--- src/sv/input_latency_ticket_table_defines.svh ---
// Assertion macros used by the ticket table RTL.
`ifndef INPUT_LATENCY_TICKET_TABLE_DEFINES_SVH
`define INPUT_LATENCY_TICKET_TABLE_DEFINES_SVH
`ifndef SYNTH
`define ILTT_ASSERT_IMP(label, clk, rstn, ante, cons) \
    label: assert property (@(posedge clk) disable iff (!rstn) (ante) |-> (cons)) \
        else $error("ticket table assertion failed");
`define ILTT_ASSERT_NXT(label, clk, rstn, ante, cons) \
    label: assert property (@(posedge clk) disable iff (!rstn) (ante) |=> (cons)) \
        else $error("ticket table assertion failed");
`else
`define ILTT_ASSERT_IMP(label, clk, rstn, ante, cons)
`define ILTT_ASSERT_NXT(label, clk, rstn, ante, cons)
`endif
`endif

--- src/sv/iltt_pkg.sv ---
`timescale 1ns / 1ps
package iltt_pkg;
    localparam int SLOTS = 16;
    localparam int IDX_W = $clog2(SLOTS);
    localparam logic [IDX_W-1:0] IDX_LAST = IDX_W'(SLOTS - 1);

    typedef enum logic [1:0] {
        ST_EMPTY      = 2'd0,
        ST_ACCEPTED   = 2'd1,
        ST_DISPATCHED = 2'd2
    } slot_status_t;

    localparam logic [2:0] OP_ACCEPT   = 3'd0;
    localparam logic [2:0] OP_CANCEL   = 3'd1;
    localparam logic [2:0] OP_DISPATCH = 3'd2;
    localparam logic [2:0] OP_PRESENT  = 3'd3;
    localparam logic [2:0] OP_EXPIRE   = 3'd4;

    localparam logic [2:0] KIND_ACCEPTED  = 3'd0;
    localparam logic [2:0] KIND_DROPPED   = 3'd1;
    localparam logic [2:0] KIND_PRESENTED = 3'd2;
    localparam logic [2:0] KIND_LATENCY   = 3'd3;
    localparam logic [2:0] KIND_UNTRACKED = 3'd4;

    localparam logic [1:0] REASON_TIMEOUT  = 2'd0;
    localparam logic [1:0] REASON_OVERFLOW = 2'd1;
    localparam logic [1:0] REASON_CANCEL   = 2'd2;

    typedef struct packed {
        slot_status_t status;
        logic [63:0]  stamp;
        logic [31:0]  epoch;
        logic [15:0]  id;
        logic [15:0]  action;
    } slot_t;

    typedef struct packed {
        logic             st_we;
        logic             ent_we;
        logic [IDX_W-1:0] idx;
        slot_status_t     status;
        logic [63:0]      stamp;
        logic [31:0]      epoch;
        logic [15:0]      id;
        logic [15:0]      action;
    } slot_wr_t;

    typedef struct packed {
        logic [2:0]  kind;
        logic [63:0] stamp;
        logic [15:0] id;
        logic [31:0] epoch;
        logic [3:0]  act;
        logic [1:0]  reason;
        logic [31:0] lat;
    } result_t;
endpackage

--- src/sv/input_latency_ticket_table.sv ---
`timescale 1ns / 1ps
// An item is taken in S_IDLE, then each table walk visits the slots one at a time.
// Accept sweeps expired slots, then seeks a free one; present sweeps, then reports tickets.
// The walks share one 64-bit age subtractor; results wait when m_ready is low.
// One item is in work at a time; s_ready is high only between items.
// Synchronous active-low reset empties all slots and clears the id counter.
`include "input_latency_ticket_table_defines.svh"
module input_latency_ticket_table
    import iltt_pkg::*;
(
    input  logic        aclk,
    input  logic        aresetn,
    input  logic        cfg_valid,
    output logic        cfg_ready,
    input  logic [31:0] cfg_data,
    input  logic        s_valid,
    output logic        s_ready,
    input  logic [2:0]  s_operation,
    input  logic [15:0] s_action,
    input  logic        s_pressed,
    input  logic [15:0] s_ticket_id,
    input  logic [63:0] s_now_us,
    input  logic [31:0] s_epoch,
    input  logic        s_tracing_on,
    output logic        m_valid,
    input  logic        m_ready,
    output logic [2:0]  m_kind,
    output logic [63:0] m_stamp_us,
    output logic [15:0] m_id_out,
    output logic [31:0] m_epoch_out,
    output logic [3:0]  m_action_bits,
    output logic [1:0]  m_drop_reason,
    output logic [31:0] m_latency_us,
    output logic        m_last
);
    typedef enum logic [3:0] {
        S_IDLE, S_EXPIRE, S_NT, S_ALLOC, S_ACC, S_OVF, S_CANCEL, S_DISP,
        S_DCOMMIT, S_PMARK, S_PSEL, S_PPICK, S_PEMIT1, S_PEMIT2, S_FLUSH
    } state_t;

    state_t           state_reg, state_next;
    logic [IDX_W-1:0] idx_reg, idx_next, cnt_reg, cnt_next;
    logic [IDX_W-1:0] alloc_reg, alloc_next, sel_idx_reg, sel_idx_next;
    logic [2:0]       op_reg, op_next;
    logic [15:0]      act_reg, act_next, tid_reg, tid_next;
    logic [63:0]      now_reg, now_next, sel_stamp_reg, sel_stamp_next;
    logic [31:0]      ep_reg, ep_next, timeout_reg, timeout_next;
    logic             tr_reg, tr_next;
    logic [15:0]      idctr_reg, idctr_next, newid_reg, newid_next;
    logic [15:0]      sel_id_reg, sel_id_next;
    logic             placed_reg, placed_next, found_reg, found_next;
    logic [SLOTS-1:0] pmask_reg, pmask_next;
    logic             pend_valid_reg, pend_valid_next;
    result_t          pend_reg, pend_next, m_res_reg, m_res_next;
    logic             m_valid_reg, m_valid_next, m_last_reg, m_last_next;

    slot_wr_t         wr;
    slot_t            e;
    logic             timed, occ, better, gen, go, out_free, last_idx;
    logic [31:0]      lat;
    logic [15:0]      nid;
    logic [IDX_W-1:0] idx_wrap;
    result_t          res;

    iltt_slots u_slots (
        .aclk    (aclk),
        .aresetn (aresetn),
        .wr      (wr),
        .rd_idx  (idx_reg),
        .rd      (e)
    );

    iltt_age_unit u_age (
        .now_us     (now_reg),
        .stamp      (e.stamp),
        .timeout_us (timeout_reg),
        .timed      (timed),
        .lat        (lat)
    );

    assign cfg_ready = 1'b1;
    assign s_ready   = (state_reg == S_IDLE);
    assign out_free  = !m_valid_reg || m_ready;

    always_comb begin
        occ      = (e.status != ST_EMPTY);
        last_idx = (idx_reg == IDX_LAST);
        idx_wrap = last_idx ? '0 : idx_reg + 1'b1;
        better   = !found_reg || (e.stamp < sel_stamp_reg) ||
                   (e.stamp == sel_stamp_reg && e.id < sel_id_reg);
        nid      = idctr_reg + 16'd1;
        if (nid == 16'd0) begin
            nid = 16'd1;
        end

        gen = 1'b0;
        res = '{kind: KIND_DROPPED, stamp: now_reg, id: e.id, epoch: e.epoch,
                act: e.action[3:0], reason: REASON_TIMEOUT, lat: 32'd0};
        case (state_reg)
            S_EXPIRE: begin
                gen = occ && (e.epoch == ep_reg) && timed;
            end
            S_NT: begin
                gen = 1'b1;
                res = '0;
                res.kind = KIND_UNTRACKED;
            end
            S_ACC, S_OVF: begin
                gen        = 1'b1;
                res.kind   = (state_reg == S_ACC) ? KIND_ACCEPTED : KIND_DROPPED;
                res.reason = (state_reg == S_ACC) ? REASON_TIMEOUT : REASON_OVERFLOW;
                res.id     = newid_reg;
                res.epoch  = ep_reg;
                res.act    = act_reg[3:0];
            end
            S_CANCEL: begin
                gen = (e.status == ST_ACCEPTED) && (e.id == tid_reg) && tr_reg &&
                      (e.epoch == ep_reg);
                res.reason = REASON_CANCEL;
            end
            S_PEMIT1: begin
                gen      = 1'b1;
                res.kind = KIND_PRESENTED;
            end
            S_PEMIT2: begin
                gen      = 1'b1;
                res.kind = KIND_LATENCY;
                res.lat  = lat;
            end
            default: begin
                gen = 1'b0;
            end
        endcase
        go = !gen || !pend_valid_reg || out_free;

        state_next     = state_reg;
        idx_next       = idx_reg;
        cnt_next       = cnt_reg;
        alloc_next     = alloc_reg;
        sel_idx_next   = sel_idx_reg;
        op_next        = op_reg;
        act_next       = act_reg;
        tid_next       = tid_reg;
        now_next       = now_reg;
        sel_stamp_next = sel_stamp_reg;
        ep_next        = ep_reg;
        tr_next        = tr_reg;
        timeout_next   = cfg_valid ? cfg_data : timeout_reg;
        idctr_next     = idctr_reg;
        newid_next     = newid_reg;
        sel_id_next    = sel_id_reg;
        placed_next    = placed_reg;
        found_next     = found_reg;
        pmask_next     = pmask_reg;
        pend_valid_next = pend_valid_reg;
        pend_next      = pend_reg;
        m_res_next     = m_res_reg;
        m_last_next    = m_last_reg;
        m_valid_next   = m_valid_reg && !m_ready;
        wr             = '0;
        wr.idx         = idx_reg;
        wr.status      = ST_EMPTY;
        wr.stamp       = now_reg;
        wr.epoch       = ep_reg;
        wr.id          = newid_reg;
        wr.action      = act_reg;

        if (gen && go) begin
            if (pend_valid_reg) begin
                m_res_next   = pend_reg;
                m_last_next  = 1'b0;
                m_valid_next = 1'b1;
            end
            pend_next       = res;
            pend_valid_next = 1'b1;
        end

        if (go) begin
            case (state_reg)
                S_IDLE: begin
                    if (s_valid) begin
                        op_next   = s_operation;
                        act_next  = s_action;
                        tid_next  = s_ticket_id;
                        now_next  = s_now_us;
                        ep_next   = s_epoch;
                        tr_next   = s_tracing_on;
                        idx_next  = '0;
                        found_next = 1'b0;
                        state_next = S_FLUSH;
                        case (s_operation)
                            OP_ACCEPT: begin
                                state_next = s_tracing_on ? S_EXPIRE : S_NT;
                            end
                            OP_CANCEL: begin
                                if (s_ticket_id != 16'd0) begin
                                    state_next = S_CANCEL;
                                end
                            end
                            OP_DISPATCH: begin
                                if (s_pressed && s_tracing_on) begin
                                    state_next = S_DISP;
                                end
                            end
                            OP_PRESENT, OP_EXPIRE: begin
                                if (s_tracing_on) begin
                                    state_next = S_EXPIRE;
                                end
                            end
                            default: begin
                                state_next = S_FLUSH;
                            end
                        endcase
                    end
                end
                S_EXPIRE: begin
                    if (occ && ((e.epoch != ep_reg) || timed)) begin
                        wr.st_we = 1'b1;
                    end
                    idx_next = idx_wrap;
                    if (last_idx) begin
                        case (op_reg)
                            OP_ACCEPT: begin
                                state_next  = S_ALLOC;
                                idx_next    = alloc_reg;
                                cnt_next    = '0;
                                alloc_next  = (alloc_reg == IDX_LAST) ? '0 : alloc_reg + 1'b1;
                                idctr_next  = nid;
                                newid_next  = nid;
                                placed_next = 1'b0;
                            end
                            OP_PRESENT: begin
                                state_next = S_PMARK;
                                pmask_next = '0;
                            end
                            default: begin
                                state_next = S_FLUSH;
                            end
                        endcase
                    end
                end
                S_NT: begin
                    state_next = S_FLUSH;
                end
                S_ALLOC: begin
                    if (e.status == ST_EMPTY) begin
                        wr.st_we    = 1'b1;
                        wr.ent_we   = 1'b1;
                        wr.status   = ST_ACCEPTED;
                        placed_next = 1'b1;
                        state_next  = S_ACC;
                    end else if (cnt_reg == IDX_LAST) begin
                        state_next = S_ACC;
                    end else begin
                        idx_next = idx_wrap;
                        cnt_next = cnt_reg + 1'b1;
                    end
                end
                S_ACC: begin
                    state_next = placed_reg ? S_FLUSH : S_OVF;
                end
                S_OVF: begin
                    state_next = S_FLUSH;
                end
                S_CANCEL: begin
                    if (e.status == ST_ACCEPTED && e.id == tid_reg) begin
                        wr.st_we   = 1'b1;
                        state_next = S_FLUSH;
                    end else if (last_idx) begin
                        state_next = S_FLUSH;
                    end else begin
                        idx_next = idx_wrap;
                    end
                end
                S_DISP: begin
                    if (e.status == ST_ACCEPTED && e.epoch == ep_reg &&
                        e.action == act_reg && better) begin
                        found_next     = 1'b1;
                        sel_idx_next   = idx_reg;
                        sel_stamp_next = e.stamp;
                        sel_id_next    = e.id;
                    end
                    idx_next = idx_wrap;
                    if (last_idx) begin
                        state_next = S_DCOMMIT;
                    end
                end
                S_DCOMMIT: begin
                    wr.st_we   = found_reg;
                    wr.idx     = sel_idx_reg;
                    wr.status  = ST_DISPATCHED;
                    state_next = S_FLUSH;
                end
                S_PMARK: begin
                    if (e.status == ST_DISPATCHED) begin
                        wr.st_we = 1'b1;
                        if (e.epoch == ep_reg) begin
                            pmask_next[idx_reg] = 1'b1;
                        end
                    end
                    idx_next = idx_wrap;
                    if (last_idx) begin
                        state_next = S_PSEL;
                        found_next = 1'b0;
                    end
                end
                S_PSEL: begin
                    if (pmask_reg[idx_reg] && better) begin
                        found_next     = 1'b1;
                        sel_idx_next   = idx_reg;
                        sel_stamp_next = e.stamp;
                        sel_id_next    = e.id;
                    end
                    idx_next = idx_wrap;
                    if (last_idx) begin
                        state_next = S_PPICK;
                    end
                end
                S_PPICK: begin
                    if (found_reg) begin
                        idx_next   = sel_idx_reg;
                        state_next = S_PEMIT1;
                    end else begin
                        state_next = S_FLUSH;
                    end
                end
                S_PEMIT1: begin
                    state_next = S_PEMIT2;
                end
                S_PEMIT2: begin
                    pmask_next[idx_reg] = 1'b0;
                    idx_next   = '0;
                    found_next = 1'b0;
                    state_next = S_PSEL;
                end
                S_FLUSH: begin
                    if (!pend_valid_reg) begin
                        state_next = S_IDLE;
                    end else if (out_free) begin
                        m_res_next      = pend_reg;
                        m_last_next     = 1'b1;
                        m_valid_next    = 1'b1;
                        pend_valid_next = 1'b0;
                        state_next      = S_IDLE;
                    end
                end
                default: begin
                    state_next = S_IDLE;
                end
            endcase
        end
    end

    always_ff @(posedge aclk) begin
        if (!aresetn) begin
            state_reg      <= S_IDLE;
            alloc_reg      <= '0;
            idctr_reg      <= 16'd0;
            timeout_reg    <= 32'd1000000;
            pend_valid_reg <= 1'b0;
            m_valid_reg    <= 1'b0;
            found_reg      <= 1'b0;
            placed_reg     <= 1'b0;
            pmask_reg      <= '0;
        end else begin
            state_reg      <= state_next;
            alloc_reg      <= alloc_next;
            idctr_reg      <= idctr_next;
            timeout_reg    <= timeout_next;
            pend_valid_reg <= pend_valid_next;
            m_valid_reg    <= m_valid_next;
            found_reg      <= found_next;
            placed_reg     <= placed_next;
            pmask_reg      <= pmask_next;
        end
        idx_reg       <= idx_next;
        cnt_reg       <= cnt_next;
        sel_idx_reg   <= sel_idx_next;
        op_reg        <= op_next;
        act_reg       <= act_next;
        tid_reg       <= tid_next;
        now_reg       <= now_next;
        sel_stamp_reg <= sel_stamp_next;
        ep_reg        <= ep_next;
        tr_reg        <= tr_next;
        newid_reg     <= newid_next;
        sel_id_reg    <= sel_id_next;
        pend_reg      <= pend_next;
        m_res_reg     <= m_res_next;
        m_last_reg    <= m_last_next;
    end

    assign m_valid       = m_valid_reg;
    assign m_kind        = m_res_reg.kind;
    assign m_stamp_us    = m_res_reg.stamp;
    assign m_id_out      = m_res_reg.id;
    assign m_epoch_out   = m_res_reg.epoch;
    assign m_action_bits = m_res_reg.act;
    assign m_drop_reason = m_res_reg.reason;
    assign m_latency_us  = m_res_reg.lat;
    assign m_last        = m_last_reg;

    `ILTT_ASSERT_IMP(a_idle_nothing_held, aclk, aresetn, s_ready, !pend_valid_reg)
    `ILTT_ASSERT_NXT(a_take_leaves_idle, aclk, aresetn, s_valid && s_ready, state_reg != S_IDLE)
    `ILTT_ASSERT_IMP(a_new_id_nonzero, aclk, aresetn, state_reg == S_ACC, newid_reg != 16'd0)
    `ILTT_ASSERT_IMP(a_emit_is_marked, aclk, aresetn, state_reg == S_PEMIT1, pmask_reg[idx_reg])
endmodule

--- src/sv/iltt_slots.sv ---
`timescale 1ns / 1ps
module iltt_slots
    import iltt_pkg::*;
(
    input  logic             aclk,
    input  logic             aresetn,
    input  slot_wr_t         wr,
    input  logic [IDX_W-1:0] rd_idx,
    output slot_t            rd
);
    slot_status_t status_reg [SLOTS];
    logic [63:0]  stamp_reg  [SLOTS];
    logic [31:0]  epoch_reg  [SLOTS];
    logic [15:0]  id_reg     [SLOTS];
    logic [15:0]  action_reg [SLOTS];

    always_ff @(posedge aclk) begin
        if (!aresetn) begin
            for (int i = 0; i < SLOTS; i++) begin
                status_reg[i] <= ST_EMPTY;
            end
        end else if (wr.st_we) begin
            status_reg[wr.idx] <= wr.status;
        end
        if (wr.ent_we) begin
            stamp_reg[wr.idx]  <= wr.stamp;
            epoch_reg[wr.idx]  <= wr.epoch;
            id_reg[wr.idx]     <= wr.id;
            action_reg[wr.idx] <= wr.action;
        end
    end

    assign rd.status = status_reg[rd_idx];
    assign rd.stamp  = stamp_reg[rd_idx];
    assign rd.epoch  = epoch_reg[rd_idx];
    assign rd.id     = id_reg[rd_idx];
    assign rd.action = action_reg[rd_idx];
endmodule

--- src/sv/iltt_age_unit.sv ---
`timescale 1ns / 1ps
module iltt_age_unit
    import iltt_pkg::*;
(
    input  logic [63:0] now_us,
    input  logic [63:0] stamp,
    input  logic [31:0] timeout_us,
    output logic        timed,
    output logic [31:0] lat
);
    logic [64:0] diff;

    always_comb begin
        diff  = {1'b0, now_us} - {1'b0, stamp};
        timed = !diff[64] && (diff[63:0] >= {32'b0, timeout_us});
        if (diff[64] || diff[63:0] == 64'd0) begin
            lat = 32'd0;
        end else if (diff[63:32] != 32'd0) begin
            lat = 32'hffff_ffff;
        end else begin
            lat = diff[31:0];
        end
    end
endmodule

--- config.mk ---
export PLATFORM = sky130hd
export DESIGN_NAME = input_latency_ticket_table
export DESIGN_NICKNAME = d
export VERILOG_FILES = /design/src/sv/iltt_pkg.sv /design/src/sv/input_latency_ticket_table.sv /design/src/sv/iltt_slots.sv /design/src/sv/iltt_age_unit.sv
export VERILOG_INCLUDE_DIRS = /design/src /design/src/sv
export SDC_FILE = /design/constraint.sdc
export NUM_CORES = 2
export LEC_CHECK = 0
export BUFFER_PORTS_ARGS = -buffer_cell sky130_fd_sc_hd__buf_4
export CORE_MARGIN = 1
export CORE_UTILIZATION = 30
export DETAILED_ROUTE_END_ITERATION = 12
export PLACE_DENSITY = 0.52
export REMOVE_ABC_BUFFERS = 1
export SLEW_MARGIN = 20
export SYNTH_ARGS = -nofsm -noshare
export SYNTH_HDL_FRONTEND = slang
export SYNTH_SLANG_ARGS = --single-unit
--- constraint.sdc ---
create_clock -name aclk -period 18.4 [get_ports aclk]
set_input_delay 2.76 -clock aclk [delete_from_list [all_inputs] [get_ports aclk]]
set_output_delay 2.76 -clock aclk [all_outputs]
set_load 0.01 [all_outputs]
==> impl_metrics.ini <==
[outcome]
status = complete, no violations

[clock_network]
cts_resized = 0
cts_inserted_buffers = 294
ctsHoldBuffers = 0
clk_latency_ns = 0.92
cts_setup_buffers = 0
root_buffer = clkbuf_16
htreeDepth = 5
clock_sinks = 2707
cts_tree = done
cts.clk_slew.worst_paths_ns = 0.06
cts_buffer_depth = 4

[final_layout]
largest_reg_flops = 1024
nFillCells = 34600
nNetsFinal = 7038
multi_input_area_um2 = 29900
drive_above_1_share = 0.235
area_growth_pct = 16.2
regArea_um2 = 79000

[grt]
globalRouteOverflowTotal = 0
grt_pass1_wl_um = 461000
gr-usage-all-layers = 0.170
antenna_found_initial = 25
grt_max_degree = 118
grt_pass1_vias = 62300

[drt]
antenna_left = 0
viasPerCell = 5.12
drtIter0Drc = 5715
dr_total_vias = 60700
wire_per_inst_um = 27.3
dr.pass1.iters = 6
routed_wl_um = 324000
remaining_drc_errors = 0

[floorplanning]
core_area_um2 = 367000
rows = 222
fp.dieH_um = 610
start_util = 0.302
die_x_um = 610
ios = 327
dieArea_um2 = 372000

[setup_path]
critPathMaxFanout = 102
reg2reg_slack_ns = 7.22
required_ns = 19.16
cp.arrival_ns = 11.93
cp-start-kind = flip-flop
r2r-end = m_stamp_us[34]$_DFF_P_
r2r.worst_path.cells = 22
critPathCapture = m_stamp_us[34]$_DFF_P_
worstSetupEndpointType = flip-flop
worstSetupPathType = flip-flop to flip-flop

[sta]
finalMaxSlewViolations = 0
period_share = 0.607
tns_ns = 0
whs_ns = 0.427
fin_skew_ns = 0.0711
setup_violations = 0
fmax_ghz = 0.0895
period_needed_ns = 11.18
worstMarginPinSlew_ns = 1.16
finalHoldViolations = 0
max_slew_margin = 0.226
rsz0062_at_grt = false

[hold_path]
hold_start = pend_reg[124]$_SDFFCE_PP0N_
worstHoldPathType = flip-flop to flip-flop

[synthesis]
synth_top_area_frac = 0.669
synth_enable_flop_cells = 2473
dominantRegCellSynth = edfxtp_1
ys_async_sr_fraction = 0
netlist_area_um2 = 111000
syn_area_per_cell_um2 = 17.8
ys_warn_count = 0
synth_area_leaders = edfxtp_1 (67%), mux4_2 (12%), dfxtp_1 (4.2%), ha_1 (2.1%), mux2i_1 (1.3%)
synth_cells = 6240
ys_seq_elements = 2707
synth_top_area_cell = edfxtp_1
yosysUniqueCellTypes = 88
synth_seq_area_share = 0.712

[power_and_ir_drop]
ir_worst_vdd_mv = 0.107
pwr_density_cell_nw_per_um2 = 160
leakage_nw = 42.2

[placed_design]
dpl.hpwl_um = 188000
io_buffers = 325
place.gp.congestion = 0.899

[run]
drv_cap = 0
==> cells in the mapped netlist (25+ instances only) <==
master,count
buf_2,51
clkbuf_1,168
mux4_2,568
nand2b_1,29
dfxtp_1,234
a211oi_1,25
ha_1,182
nor2b_1,83
nor4_1,51
a31oi_1,34
o21a_1,31
a21o_1,52
a22o_1,40
a21oi_1,212
nor3_1,62
mux2i_1,148
buf_1,58
nor2_1,216
nand2_1,292
and3_1,29
o31ai_1,30
nand3_1,56
xor2_1,68
edfxtp_1,2473
o21ai_0,158
mux2_1,70
xnor2_1,54
nand4_1,74
a22oi_1,36
inv_1,243
mux2_2,110
==> layout make-up <==
| type | count | area share |
|---|---|---|
| well taps | 4928 | 0.0478 |
| diodes | 9 | 0.000175 |
| flip-flops and latches | 2707 | 0.613 |
| repair buffers | 457 | 0.0282 |
| inverters | 246 | 0.00724 |
| clock inverters | 152 | 0.0106 |
| multi-input cells | 2979 | 0.232 |
| clock buffers | 373 | 0.0613 |
==> cells in the final DEF, fill, tap and decap left out, types with 36 or more instances in the layout <==
master / count
buf_4: 441
nor4_1: 51
mux2i_1: 148
nand3_1: 56
xnor2_1: 54
clkinv_2: 53
edfxtp_1: 2473
nand2_1: 291
inv_1: 240
nor2_1: 196
mux2_2: 110
xor2_1: 68
dfxtp_1: 230
nand4_1: 74
clkbuf_1: 59
o21ai_0: 155
nor3_1: 61
a22o_1: 40
mux2_1: 70
mux4_2: 568
clkbuf_16: 298
clkinv_1: 44
a22oi_1: 36
nor2b_1: 81
ha_1: 182
a21oi_1: 212
a21o_1: 52
==> worst min path at each step <==
stage / end / cells after the start
2_1_floorplan: m_id_out[12]$_DFF_P_ / 1
3_3_place_gp: m_stamp_us[63]$_DFF_P_ / 1
3_5_place_dp: m_stamp_us[26]$_DFF_P_ / 1
4_1_cts: m_stamp_us[38]$_DFF_P_ / 1
5_1_grt: m_stamp_us[38]$_DFF_P_ / 1
6_report: m_stamp_us[38]$_DFF_P_ / 1
==> power by group <==
part | leakage (nW) | switching, mW | total [mW] | internal (mW)
Combinational | 13.8 | 4.39 | 7.11 | 2.72
Clock | 4.53 | 2.46 | 5.74 | 3.28
Sequential | 23.9 | 0.432 | 7.80 | 7.37
Total | 42.2 | 7.28 | 20.6 | 13.4
==> metal layers <==
metal,global-route usage,wire (um),share of wire
met1,0.229,138000,0.43
met2,0.289,159000,0.49
met3,0.0235,17500,0.054
met4,0.0433,8380,0.026
met5,0,36,0.00011
==> cell families (layout without fill, tap and decap cells) <==
family / count (synthesis) / after routing / share of synthesized area
DFF: 2707 / 2707 / 0.712
and+or+nand+nor: 987 / 987 / 0.0437
muxes: 896 / 896 / 0.147
AOI/OAI and AO/OA: 790 / 790 / 0.0467
buffers and inverters: 554 / 1228 / 0.0207
adders and majority gates: 183 / 183 / 0.0207
xor gates and xnor gates: 122 / 122 / 0.00963
other: 1 / 10 / 0.0000338
==> critical path, stage by stage (launching register included) <==
cell	delay (ns)
dfxtp_4	0.84
buf_4	0.76
buf_4	0.80
buf_12	0.72
mux4_2	0.59
mux2_2	0.27
o21ai_0	0.50
ha_1	0.48
a21oi_1	0.28
o21ai_0	0.22
a221o_1	0.39
nor3_1	0.59
o21ai_0	0.28
a221oi_1	0.35
xor2_1	0.13
o2111a_1	0.22
and2_2	0.19
buf_4	0.26
a2111o_1	0.52
nand2_8	0.50
buf_4	0.56
buf_4	0.68
mux2_1	0.39
==> per-stage QoR <==
stage / power [mW] / utilization / instances / cell area (um^2) / setup WS, ns
after CTS: 20.9 / 0.351 / 11800 / 129000 / 6.86
after detailed placement: 15.1 / 0.326 / 11300 / 120000 / 6.93
after floorplan: 13.9 / - / 5932 / 110000 / -15.66
after global placement: 15.0 / 0.326 / 11300 / 120000 / 6.91
final: 20.7 / 0.351 / 11900 / 129000 / 7.22
after global routing: 21.6 / 0.351 / 11800 / 129000 / 6.29
Note: power is estimated with default switching activity, not from simulation.
